## config.mk

```make
export PLATFORM = sky130hd
export DESIGN_NAME = min_step_jog_patcher
export DESIGN_NICKNAME = d
export VERILOG_FILES = /design/src/msjp_pkg.sv /design/src/min_step_jog_patcher.sv
export SDC_FILE = /design/constraint.sdc
export NUM_CORES = 2
export LEC_CHECK = 0
export BUFFER_PORTS_ARGS = -buffer_cell sky130_fd_sc_hd__buf_2
export CORE_UTILIZATION = 30
export DETAILED_ROUTE_END_ITERATION = 12
export GPL_ROUTABILITY_DRIVEN = 0
export PLACE_DENSITY_LB_ADDON = 0.25
export SKIP_CTS_REPAIR_TIMING = 1
export SYNTH_ARGS = -nofsm -noshare
export SYNTH_HDL_FRONTEND = slang
export SYNTH_SLANG_ARGS = --single-unit
export TNS_END_PERCENT = 5
```

## constraint.sdc

```tcl
create_clock -name clk -period 218.8 [get_ports clk]
set_input_delay 32.82 -clock clk [delete_from_list [all_inputs] [get_ports clk]]
set_output_delay 32.82 -clock clk [all_outputs]
set_load 0.05 [all_outputs]
```

## src/msjp_pkg.sv

```systemverilog
// Package for the minimum-step jog patcher: coordinate and patch types,
// stream widths and orientation codes.
// Depends on nothing; used by min_step_jog_patcher.
`default_nettype none

package msjp_pkg;

  localparam int COORD_WIDTH = 31;
  localparam int MIN_STEP_W  = 20;
  localparam int BOX_W       = 32;
  localparam int NUM_CORNERS = 3;
  localparam int CORNER_IDX_W = $clog2(NUM_CORNERS);

  // Edge lengths are compared at the wider of a delta magnitude and min_step.
  localparam int LEN_W = (COORD_WIDTH + 1 > MIN_STEP_W) ? COORD_WIDTH + 1 : MIN_STEP_W;

  localparam int IN_DATA_W  = ((2 * COORD_WIDTH + 7) / 8) * 8;
  localparam int OUT_DATA_W = 4 * BOX_W;
  localparam int OUT_USER_W = 3;

  localparam logic [1:0] ORIENT_NE = 2'd0;
  localparam logic [1:0] ORIENT_SE = 2'd1;
  localparam logic [1:0] ORIENT_SW = 2'd2;
  localparam logic [1:0] ORIENT_NW = 2'd3;

  typedef logic signed [COORD_WIDTH-1:0] coord_t;
  typedef logic signed [COORD_WIDTH:0]   delta_t;
  typedef logic signed [BOX_W-1:0]       box_t;

  typedef struct packed {
    coord_t x;
    coord_t y;
  } vertex_t;

  // Three consecutive ring points around one corner.
  typedef struct packed {
    vertex_t p0;
    vertex_t p1;
    vertex_t p2;
    logic    en;
  } corner_t;

  // Edge deltas in both directions, plus the corner's bounding box.
  typedef struct packed {
    delta_t ax;
    delta_t nax;
    delta_t ay;
    delta_t nay;
    delta_t bx;
    delta_t nbx;
    delta_t by;
    delta_t nby;
    coord_t xl;
    coord_t yl;
    coord_t xh;
    coord_t yh;
    logic   en;
  } corner_diff_t;

  typedef struct packed {
    box_t       xl;
    box_t       yl;
    box_t       xh;
    box_t       yh;
    logic       convex;
    logic [1:0] orient;
  } patch_t;

  typedef struct packed {
    logic   hit;
    patch_t patch;
  } corner_res_t;

endpackage

`default_nettype wire

```

## src/min_step_jog_patcher.sv

```systemverilog
// Minimum-step jog patcher top level: vertex window, corner check pipeline
// and a patch output register that replays up to three patches.
// Depends on msjp_pkg.
`default_nettype none

// Vertices of a rectilinear ring stream in on the slave side, one request per
// vertex, with tlast on the ring's final vertex; every right-angle corner of
// axis-aligned edges that are both shorter than min_step yields a patch box on
// the master side, with tlast on the last patch caused by that vertex. A vertex
// is taken every cycle as long as the master side takes each patch at once and
// each vertex causes at most one patch; a ring-end vertex can cause up to three,
// and the patch output register then holds the pipeline while it replays them.
// A vertex passes the corner register and the delta stage before its first patch
// is presented from the patch register. The user must write min_step only while
// the block is idle; the block itself does not enforce it. Zero turns detection off.
module min_step_jog_patcher
  import msjp_pkg::*;
(
  input  wire logic                    clk,
  input  wire logic                    rst,
  input  wire logic                    cfg_we,
  input  wire logic [MIN_STEP_W-1:0]   cfg_wdata,     // min_step
  input  wire logic                    s_axis_tvalid,
  output logic                         s_axis_tready,
  input  wire logic [IN_DATA_W-1:0]    s_axis_tdata,  // vert_x, vert_y, zero pad
  input  wire logic                    s_axis_tlast,  // ring_end
  output logic                         m_axis_tvalid,
  input  wire logic                    m_axis_tready,
  output logic [OUT_DATA_W-1:0]        m_axis_tdata,  // patch_xl, patch_yl, patch_xh, patch_yh
  output logic [OUT_USER_W-1:0]        m_axis_tuser,  // is_convex, orientation
  output logic                         m_axis_tlast   // last_patch
);

  function automatic delta_t sub(coord_t a, coord_t b);
    return delta_t'(a) - delta_t'(b);
  endfunction

  function automatic coord_t min3(coord_t a, coord_t b, coord_t c);
    coord_t m;
    m = (a < b) ? a : b;
    return (m < c) ? m : c;
  endfunction

  function automatic coord_t max3(coord_t a, coord_t b, coord_t c);
    coord_t m;
    m = (a > b) ? a : b;
    return (m > c) ? m : c;
  endfunction

  function automatic corner_res_t judge(corner_diff_t d, logic [MIN_STEP_W-1:0] ms);
    logic ax_z, ax_n, ax_p, ay_z, ay_n, ay_p;
    logic bx_z, bx_n, bx_p, by_z, by_n, by_p;
    logic found;
    logic [LEN_W-1:0] len_a, len_b, ms_w;
    box_t ms_box;
    corner_res_t r;
    ax_z = (d.ax == '0);
    ax_n = d.ax[COORD_WIDTH];
    ax_p = !ax_z && !ax_n;
    ay_z = (d.ay == '0);
    ay_n = d.ay[COORD_WIDTH];
    ay_p = !ay_z && !ay_n;
    bx_z = (d.bx == '0);
    bx_n = d.bx[COORD_WIDTH];
    bx_p = !bx_z && !bx_n;
    by_z = (d.by == '0);
    by_n = d.by[COORD_WIDTH];
    by_p = !by_z && !by_n;

    // A matching corner has axis-aligned edges, so each edge length is the
    // magnitude of its one nonzero delta.
    len_a = ay_z ? (ax_n ? LEN_W'(unsigned'(d.nax)) : LEN_W'(unsigned'(d.ax)))
                 : (ay_n ? LEN_W'(unsigned'(d.nay)) : LEN_W'(unsigned'(d.ay)));
    len_b = by_z ? (bx_n ? LEN_W'(unsigned'(d.nbx)) : LEN_W'(unsigned'(d.bx)))
                 : (by_n ? LEN_W'(unsigned'(d.nby)) : LEN_W'(unsigned'(d.by)));
    ms_w   = LEN_W'(ms);
    ms_box = BOX_W'(ms);

    found = 1'b1;
    r.patch.convex = 1'b0;
    r.patch.orient = ORIENT_NE;
    if (ax_p && ay_z && bx_z && by_n) begin
      r.patch.convex = 1'b1; r.patch.orient = ORIENT_NE;
    end else if (ax_z && ay_n && bx_n && by_z) begin
      r.patch.convex = 1'b1; r.patch.orient = ORIENT_SE;
    end else if (ax_n && ay_z && bx_z && by_p) begin
      r.patch.convex = 1'b1; r.patch.orient = ORIENT_SW;
    end else if (ax_z && ay_p && bx_p && by_z) begin
      r.patch.convex = 1'b1; r.patch.orient = ORIENT_NW;
    end else if (ax_z && ay_n && bx_p && by_z) begin
      r.patch.orient = ORIENT_NE;
    end else if (ax_p && ay_z && bx_z && by_p) begin
      r.patch.orient = ORIENT_NW;
    end else if (ax_z && ay_p && bx_n && by_z) begin
      r.patch.orient = ORIENT_SW;
    end else if (ax_n && ay_z && bx_z && by_n) begin
      r.patch.orient = ORIENT_SE;
    end else begin
      found = 1'b0;
    end

    r.hit = found && d.en && (len_a < ms_w) && (len_b < ms_w);

    r.patch.xl = BOX_W'($signed(d.xl));
    r.patch.yl = BOX_W'($signed(d.yl));
    r.patch.xh = BOX_W'($signed(d.xh));
    r.patch.yh = BOX_W'($signed(d.yh));
    if (r.patch.convex) begin
      if (r.patch.orient == ORIENT_NE || r.patch.orient == ORIENT_NW) begin
        r.patch.yh = r.patch.yh + ms_box;
      end else begin
        r.patch.yl = r.patch.yl - ms_box;
      end
    end
    return r;
  endfunction

  logic [MIN_STEP_W-1:0] min_step;

  // Ring window.
  vertex_t    first_vertex;
  vertex_t    second_vertex;
  vertex_t    older_vertex;
  vertex_t    newer_vertex;
  logic [1:0] vertex_count;

  vertex_t vin;
  logic    s_fire;

  // Pipeline stages.
  logic         a_valid;
  corner_t      a_corner [NUM_CORNERS];
  corner_t      a_corner_next [NUM_CORNERS];
  logic         b_valid;
  corner_diff_t b_diff [NUM_CORNERS];
  corner_diff_t b_diff_next [NUM_CORNERS];
  corner_res_t  c_res [NUM_CORNERS];
  patch_t       g_patch [NUM_CORNERS];
  logic [NUM_CORNERS-1:0] g_mask;
  logic [NUM_CORNERS-1:0] g_sel;
  logic [CORNER_IDX_W-1:0] g_idx;
  logic         g_single;
  logic         g_ready;
  logic         b_free;
  logic         a_free;

  assign vin.x  = s_axis_tdata[COORD_WIDTH-1:0];
  assign vin.y  = s_axis_tdata[2*COORD_WIDTH-1:COORD_WIDTH];
  assign s_fire = s_axis_tvalid && s_axis_tready;

  // The patch register takes a new group once it is empty or its last
  // remaining patch leaves this cycle.
  assign g_single = (g_mask != '0) && ((g_mask & (g_mask - 1'b1)) == '0);
  assign g_ready  = (g_mask == '0) || (m_axis_tready && g_single);
  assign b_free   = !b_valid || g_ready;
  assign a_free   = !a_valid || b_free;
  assign s_axis_tready = a_free;

  always_comb begin
    a_corner_next[0].p0 = older_vertex;
    a_corner_next[0].p1 = newer_vertex;
    a_corner_next[0].p2 = vin;
    a_corner_next[0].en = vertex_count[1];
    a_corner_next[1].p0 = newer_vertex;
    a_corner_next[1].p1 = vin;
    a_corner_next[1].p2 = first_vertex;
    a_corner_next[1].en = vertex_count[1] && s_axis_tlast;
    a_corner_next[2].p0 = vin;
    a_corner_next[2].p1 = first_vertex;
    a_corner_next[2].p2 = second_vertex;
    a_corner_next[2].en = vertex_count[1] && s_axis_tlast;
  end

  always_comb begin
    for (int k = 0; k < NUM_CORNERS; k++) begin
      b_diff_next[k].ax  = sub(a_corner[k].p1.x, a_corner[k].p0.x);
      b_diff_next[k].nax = sub(a_corner[k].p0.x, a_corner[k].p1.x);
      b_diff_next[k].ay  = sub(a_corner[k].p1.y, a_corner[k].p0.y);
      b_diff_next[k].nay = sub(a_corner[k].p0.y, a_corner[k].p1.y);
      b_diff_next[k].bx  = sub(a_corner[k].p2.x, a_corner[k].p1.x);
      b_diff_next[k].nbx = sub(a_corner[k].p1.x, a_corner[k].p2.x);
      b_diff_next[k].by  = sub(a_corner[k].p2.y, a_corner[k].p1.y);
      b_diff_next[k].nby = sub(a_corner[k].p1.y, a_corner[k].p2.y);
      b_diff_next[k].xl  = min3(a_corner[k].p0.x, a_corner[k].p1.x, a_corner[k].p2.x);
      b_diff_next[k].yl  = min3(a_corner[k].p0.y, a_corner[k].p1.y, a_corner[k].p2.y);
      b_diff_next[k].xh  = max3(a_corner[k].p0.x, a_corner[k].p1.x, a_corner[k].p2.x);
      b_diff_next[k].yh  = max3(a_corner[k].p0.y, a_corner[k].p1.y, a_corner[k].p2.y);
      b_diff_next[k].en  = a_corner[k].en;
    end
  end

  always_comb begin
    for (int k = 0; k < NUM_CORNERS; k++) begin
      c_res[k] = judge(b_diff[k], min_step);
    end
  end

  // Patches leave in corner order: lowest pending slot first.
  always_comb begin
    g_sel = '0;
    g_idx = '0;
    for (int k = NUM_CORNERS - 1; k >= 0; k--) begin
      if (g_mask[k]) begin
        g_sel = '0;
        g_sel[k] = 1'b1;
        g_idx = CORNER_IDX_W'(k);
      end
    end
  end

  assign m_axis_tvalid = (g_mask != '0);
  assign m_axis_tdata  = {g_patch[g_idx].yh, g_patch[g_idx].xh,
                          g_patch[g_idx].yl, g_patch[g_idx].xl};
  assign m_axis_tuser  = {g_patch[g_idx].orient, g_patch[g_idx].convex};
  assign m_axis_tlast  = g_single;

  always_ff @(posedge clk) begin
    if (rst) begin
      min_step     <= '0;
      vertex_count <= '0;
      a_valid      <= 1'b0;
      b_valid      <= 1'b0;
      g_mask       <= '0;
    end else begin
      if (cfg_we) begin
        min_step <= cfg_wdata;
      end

      if (s_fire) begin
        if (s_axis_tlast) begin
          vertex_count <= '0;
        end else begin
          if (vertex_count == 2'd0) begin
            first_vertex <= vin;
          end
          if (vertex_count == 2'd1) begin
            second_vertex <= vin;
          end
          older_vertex <= newer_vertex;
          newer_vertex <= vin;
          if (vertex_count != 2'd3) begin
            vertex_count <= vertex_count + 2'd1;
          end
        end
      end

      if (a_free) begin
        a_valid <= s_fire;
        if (s_fire) begin
          a_corner <= a_corner_next;
        end
      end

      if (b_free) begin
        b_valid <= a_valid;
        if (a_valid) begin
          b_diff <= b_diff_next;
        end
      end

      if (g_ready) begin
        for (int k = 0; k < NUM_CORNERS; k++) begin
          g_mask[k]  <= b_valid && c_res[k].hit;
          g_patch[k] <= c_res[k].patch;
        end
      end else if (m_axis_tready) begin
        g_mask <= g_mask & ~g_sel;
      end
    end
  end

endmodule

`default_nettype wire

```

# After elaboration in Yosys (flattened, before gate mapping)

Memory sizes are Yosys's and may differ from the RTL's.
Index checks and enable logic that the tools add are counted.
Widths: inputs -> output; s select.

Bits in registers: 1473
Bits in writable memories: 393
Output and inout port bits: 134
Word-level logic and storage cells: 355
Memories kept: 1

Add/subtract/negate cells: 24
$lt $le $gt $ge: 28
Equality and inequality tests: 5
Multiplexer cells: 112
Bitwise operators: 5
Reduce and logical (&&, ||, !) cells: 125

Memories:

| memory  | depth | bits a word | rd ports | clocked after Yosys merged registers in | wr ports | RTL line                    | text |
|---|---|---|---|---|---|---|---|
| g_patch | 3     | 131         | 1        | 0                                       | 3        | min_step_jog_patcher.sv:138 | `patch_t g_patch [NUM_CORNERS];` |

Operators with widths:

| operator           | count |
|---|---|
| $mux 32            | 24 |
| $mux 31            | 24 |
| $sub 31x31->32     | 16 |
| $gt 31x31->1       | 12 |
| $lt 31x31->1       | 12 |
| $logic_not 32->1   | 8 |
| $lt 32x20->1       | 4 |
| $add 31x21->32     | 3 |
| $sub 31x21->32     | 3 |
| $logic_and 1x1->1  | 78 |
| $mux 3             | 14 |
| $mux 2             | 17 |
| $mux 1             | 33 |
| $logic_not 1->1    | 18 |
| $reduce_and 3->1   | 3 |
| $logic_not 2->1    | 4 |
| $reduce_and 4->1   | 2 |
| $and 3x3->3        | 2 |
| $eq 2x2->1 const B | 3 |
| $logic_not 3->1    | 2 |
| $logic_or 1x1->1   | 6 |
| $reduce_bool 2->1  | 2 |
| $not 3->3          | 1 |
| $reduce_bool 3->1  | 1 |
| other kinds (6)    | 7 |

# Depth between registers and ports, before layout

Depth after elaboration: 18
Depth in mapped cells: 31
Mapped depth without buffers: 29

# Least setup slack after synthesis

Ideal clock, no wire load.

Kind: input port to flip-flop
From: input m_axis_tready
To: register b_diff[0] in the netlist's numbering, enable pin
Library setup time: 3.419 ns
Arrival: 96.916 ns
Slack: 118.465 ns
Cell stages on the path: 5
Path through: inv_1 > maj3_1 > nor2_1 > a21oi_1 > a211oi_1

Longest elaborated chain between the ends: 4

RTL lines:

| what                              | RTL line                    | text |
|---|---|---|
| start: declaration                | min_step_jog_patcher.sv:28  | `input wire logic m_axis_tready,` |
| $logic_and 1x1->1                 | min_step_jog_patcher.sv:154 | `assign g_ready = (g_mask == '0) \|\| (m_axis_tready && g_single);` |
| $logic_or 1x1->1                  | min_step_jog_patcher.sv:154 |  |
| $logic_or 1x1->1                  | min_step_jog_patcher.sv:155 | `assign b_free = !b_valid \|\| g_ready;` |
| $reduce_and 3->1 (no source line) | n/a                         |  |
| end signal: assignment            | min_step_jog_patcher.sv:257 | `b_diff <= b_diff_next;` |
| end: declaration                  | min_step_jog_patcher.sv:135 | `corner_diff_t b_diff [NUM_CORNERS];` |

No other way between the ends.
A chain may end at the register's enable or synchronous reset.

# Worst setup path after layout

From: input m_axis_tready
To: output s_axis_tready

Longest elaborated chain between the ends: 4

RTL lines:

| what              | RTL line                    | text |
|---|---|---|
| $logic_and 1x1->1 | min_step_jog_patcher.sv:154 |  |
| $logic_or 1x1->1  | min_step_jog_patcher.sv:154 |  |
| $logic_or 1x1->1  | min_step_jog_patcher.sv:155 |  |
| $logic_or 1x1->1  | min_step_jog_patcher.sv:156 | `assign a_free = !a_valid \|\| b_free;` |
| end: declaration  | min_step_jog_patcher.sv:24  | `output logic s_axis_tready,` |

No other way between the ends.

==> metrics <==
clk_lat worst skew 0.93 ns; cell taking the most area after synthesis edfxtp_1; DRT antenna net count 0; HPWL Detailed around 330,000 um; H-Tree Depth 4; skew final roughly 0.094 ns; Max Slew Vio Count 0; most frequent cell after synthesis edfxtp_1; pin count of the biggest net entering global routing between 150 and 200; min Tclk post-route around 67 ns; Max-slew headroom 4.86%; total number of vias a little over 80,000; CP Class in -> out; syn nets around 11,000; io pins approximately 220; DRT Pass-1 Iters 8; Hold Slack 0.343 ns; Core ar. 372,000 um2; Synth Register Bits 1,852; Max clock buf depth 4; Yosys cell types 89; worst slew pin tran roughly 1.4 ns; share of the synthesized area in the top cell type between 40% and 50%; height of the die 613 um; WP data arrival 34.32 ns; clk sink count 1,852; Area Overhead vs Synth 12.6%; hold crit path type reg -> reg; Cells after DPL 15,100; Fmax roughly 15 MHz; P_leak a little under 50 nW; antenna violations before repair 50; Ys Warns 0; asr flop ratio synth 0%; violation count after the first detailed-route iteration approximately 9,100; FP Rows 224; GRT overflow 0; CP Launch Type input port; drc violations 0; Post-Syn Area roughly 110,000 um2; RSZ-0062 raised after global routing no; Final Hold Viols 0; Crit path required time approximately 190 ns; Max Cap Violations 0; EDFF count, synth 1,825; total CTS buffers around 210; final non-filler cell total 15,500; Routed Wire Length 417,000 um; final core utilization 33.9%; Mean Syn Cell Area roughly 11 um2; register area share after synthesis ~49%; Primary FF master, synth edfxtp_1; status complete, no violations; vias in the first global route between 80,000 and 90,000; Die X 613 um; TNS Setup 0 ns; DR WL/cell around 27 um; layout cells sized above 1 under 10%; hold depth 0; Power per Cell Area 7.73 nW/um2; top cells by area, synth edfxtp_1 (49%), ha_1 (12%), o21ai_0 (5.0%), nand2_1 (3.3%), mux2i_1 (3.2%); pre-CTS setup slack 151.62 ns; post-route setup slack about 150 ns; period utilization a little under a third; Reg2Reg Depth 25; die area 376,000 um2; Critical Path Fanout Max 5; final setup vio count 0; peak supply drop 6.31 uV; CTS tree done; Root Driver clkbuf_16; first-pass GRT wire length ~580,000 um; Critical Path End Type primary output; Port Buffers 221; initial core utilization a little under a third; via/cell ratio around 5.3; synthesized netlist cell count 10,200; # fillers ~37,000; commonest cells in the synthesized netlist edfxtp_1 (1,825), o21ai_0 (1,120), ha_1 (1,067); total track usage between 20% and 30%; fin nets between 10,000 and 15,000; Clk pin slew, worst setup/hold paths ~0.06 ns
metal layers:
metal / vias to the layer above / wire length, um / track usage (%)
li1: 37900 / - / -
met1: 40500 / 167000 / 26.7
met2: 3608 / 193000 / 35.4
met3: 845 / 29600 / 3.59
met4: 20 / 26600 / 11.7
met5: - / 125 / 0
cells by family after synthesis:
kind of cell,count (synthesis),synth area share [%]
buf+inv,936,3.20
fa+ha+maj,1090,12.3
mux,644,6.07
flops,1852,49.4
xor+xnor,591,4.63
simple gates,2407,10.2
compound gates,2680,14.2
registers in the layout, indices dropped and copies added (netlist names):
register,cells
b_diff,878
min_step,20
b_valid,1
g_patch,387
vertex_count,2
g_mask,3
a_corner,312
a_corner_next,248
a_valid,1
layout make-up:
class | instances | area (um2) | area share [%]
clock inverters | 138 | 1480 | 1.17
inverters | 519 | 1950 | 1.54
multi-input cells | 7412 | 53500 | 42.4
clock buffers | 249 | 5560 | 4.41
diodes | 15 | 37.5 | 0.0298
well taps | 4972 | 6220 | 4.93
flip-flops and latches | 1852 | 55300 | 43.9
repair buffers | 336 | 2060 | 1.63
stage by stage:
step | total power, mW | instance area (um2)
2_1_floorplan | 0.556 | 112000
3_3_place_gp | 0.609 | 119000
3_5_place_dp | 0.611 | 119000
4_1_cts | 0.978 | 126000
5_1_grt | 1.01 | 126000
6_report | 0.975 | 126000
cell usage in the layout (no fill, tap or decap), types with 155 or more instances in the layout:
cell type	Yosys	routed
edfxtp_1	1825	1825
o21ai_0	1120	1118
ha_1	1067	1067
nand2_1	976	976
a21oi_1	646	642
inv_1	519	519
nor2_1	419	415
a21o_1	371	369
xnor2_1	365	365
mux2i_1	357	354
mux2_2	258	258
xor2_1	225	225
buf_2	19	221
clkbuf_16	0	215
nor2b_1	157	157
nand2b_1	156	155
path summary, 6_finish.rpt:
check	startpoint	endpoint	slack (ns)
worst min register to register	b_diff[805]	g_patch[0][46]	0.34
worst max register to register	a_corner[314]	b_diff[763]	208.95
worst min-delay path	b_diff[805]	g_patch[0][46]	0.34
worst max-delay path	m_axis_tready	s_axis_tready	151.66
critical path, stage by stage:
cell and delay, ns:
buf_2 0.13, inv_1 0.07, maj3_1 0.17, nor2_1 0.04, a21oi_1 0.46, nand3_1 0.32
buf_2 0.31
report_power, final:
group          internal (mW)  switching (mW)
Combinational         0.0612           0.123
Sequential             0.413         0.00962
Clock                  0.213           0.155
Total                  0.687           0.288
Power figures use the tool's default switching activity.
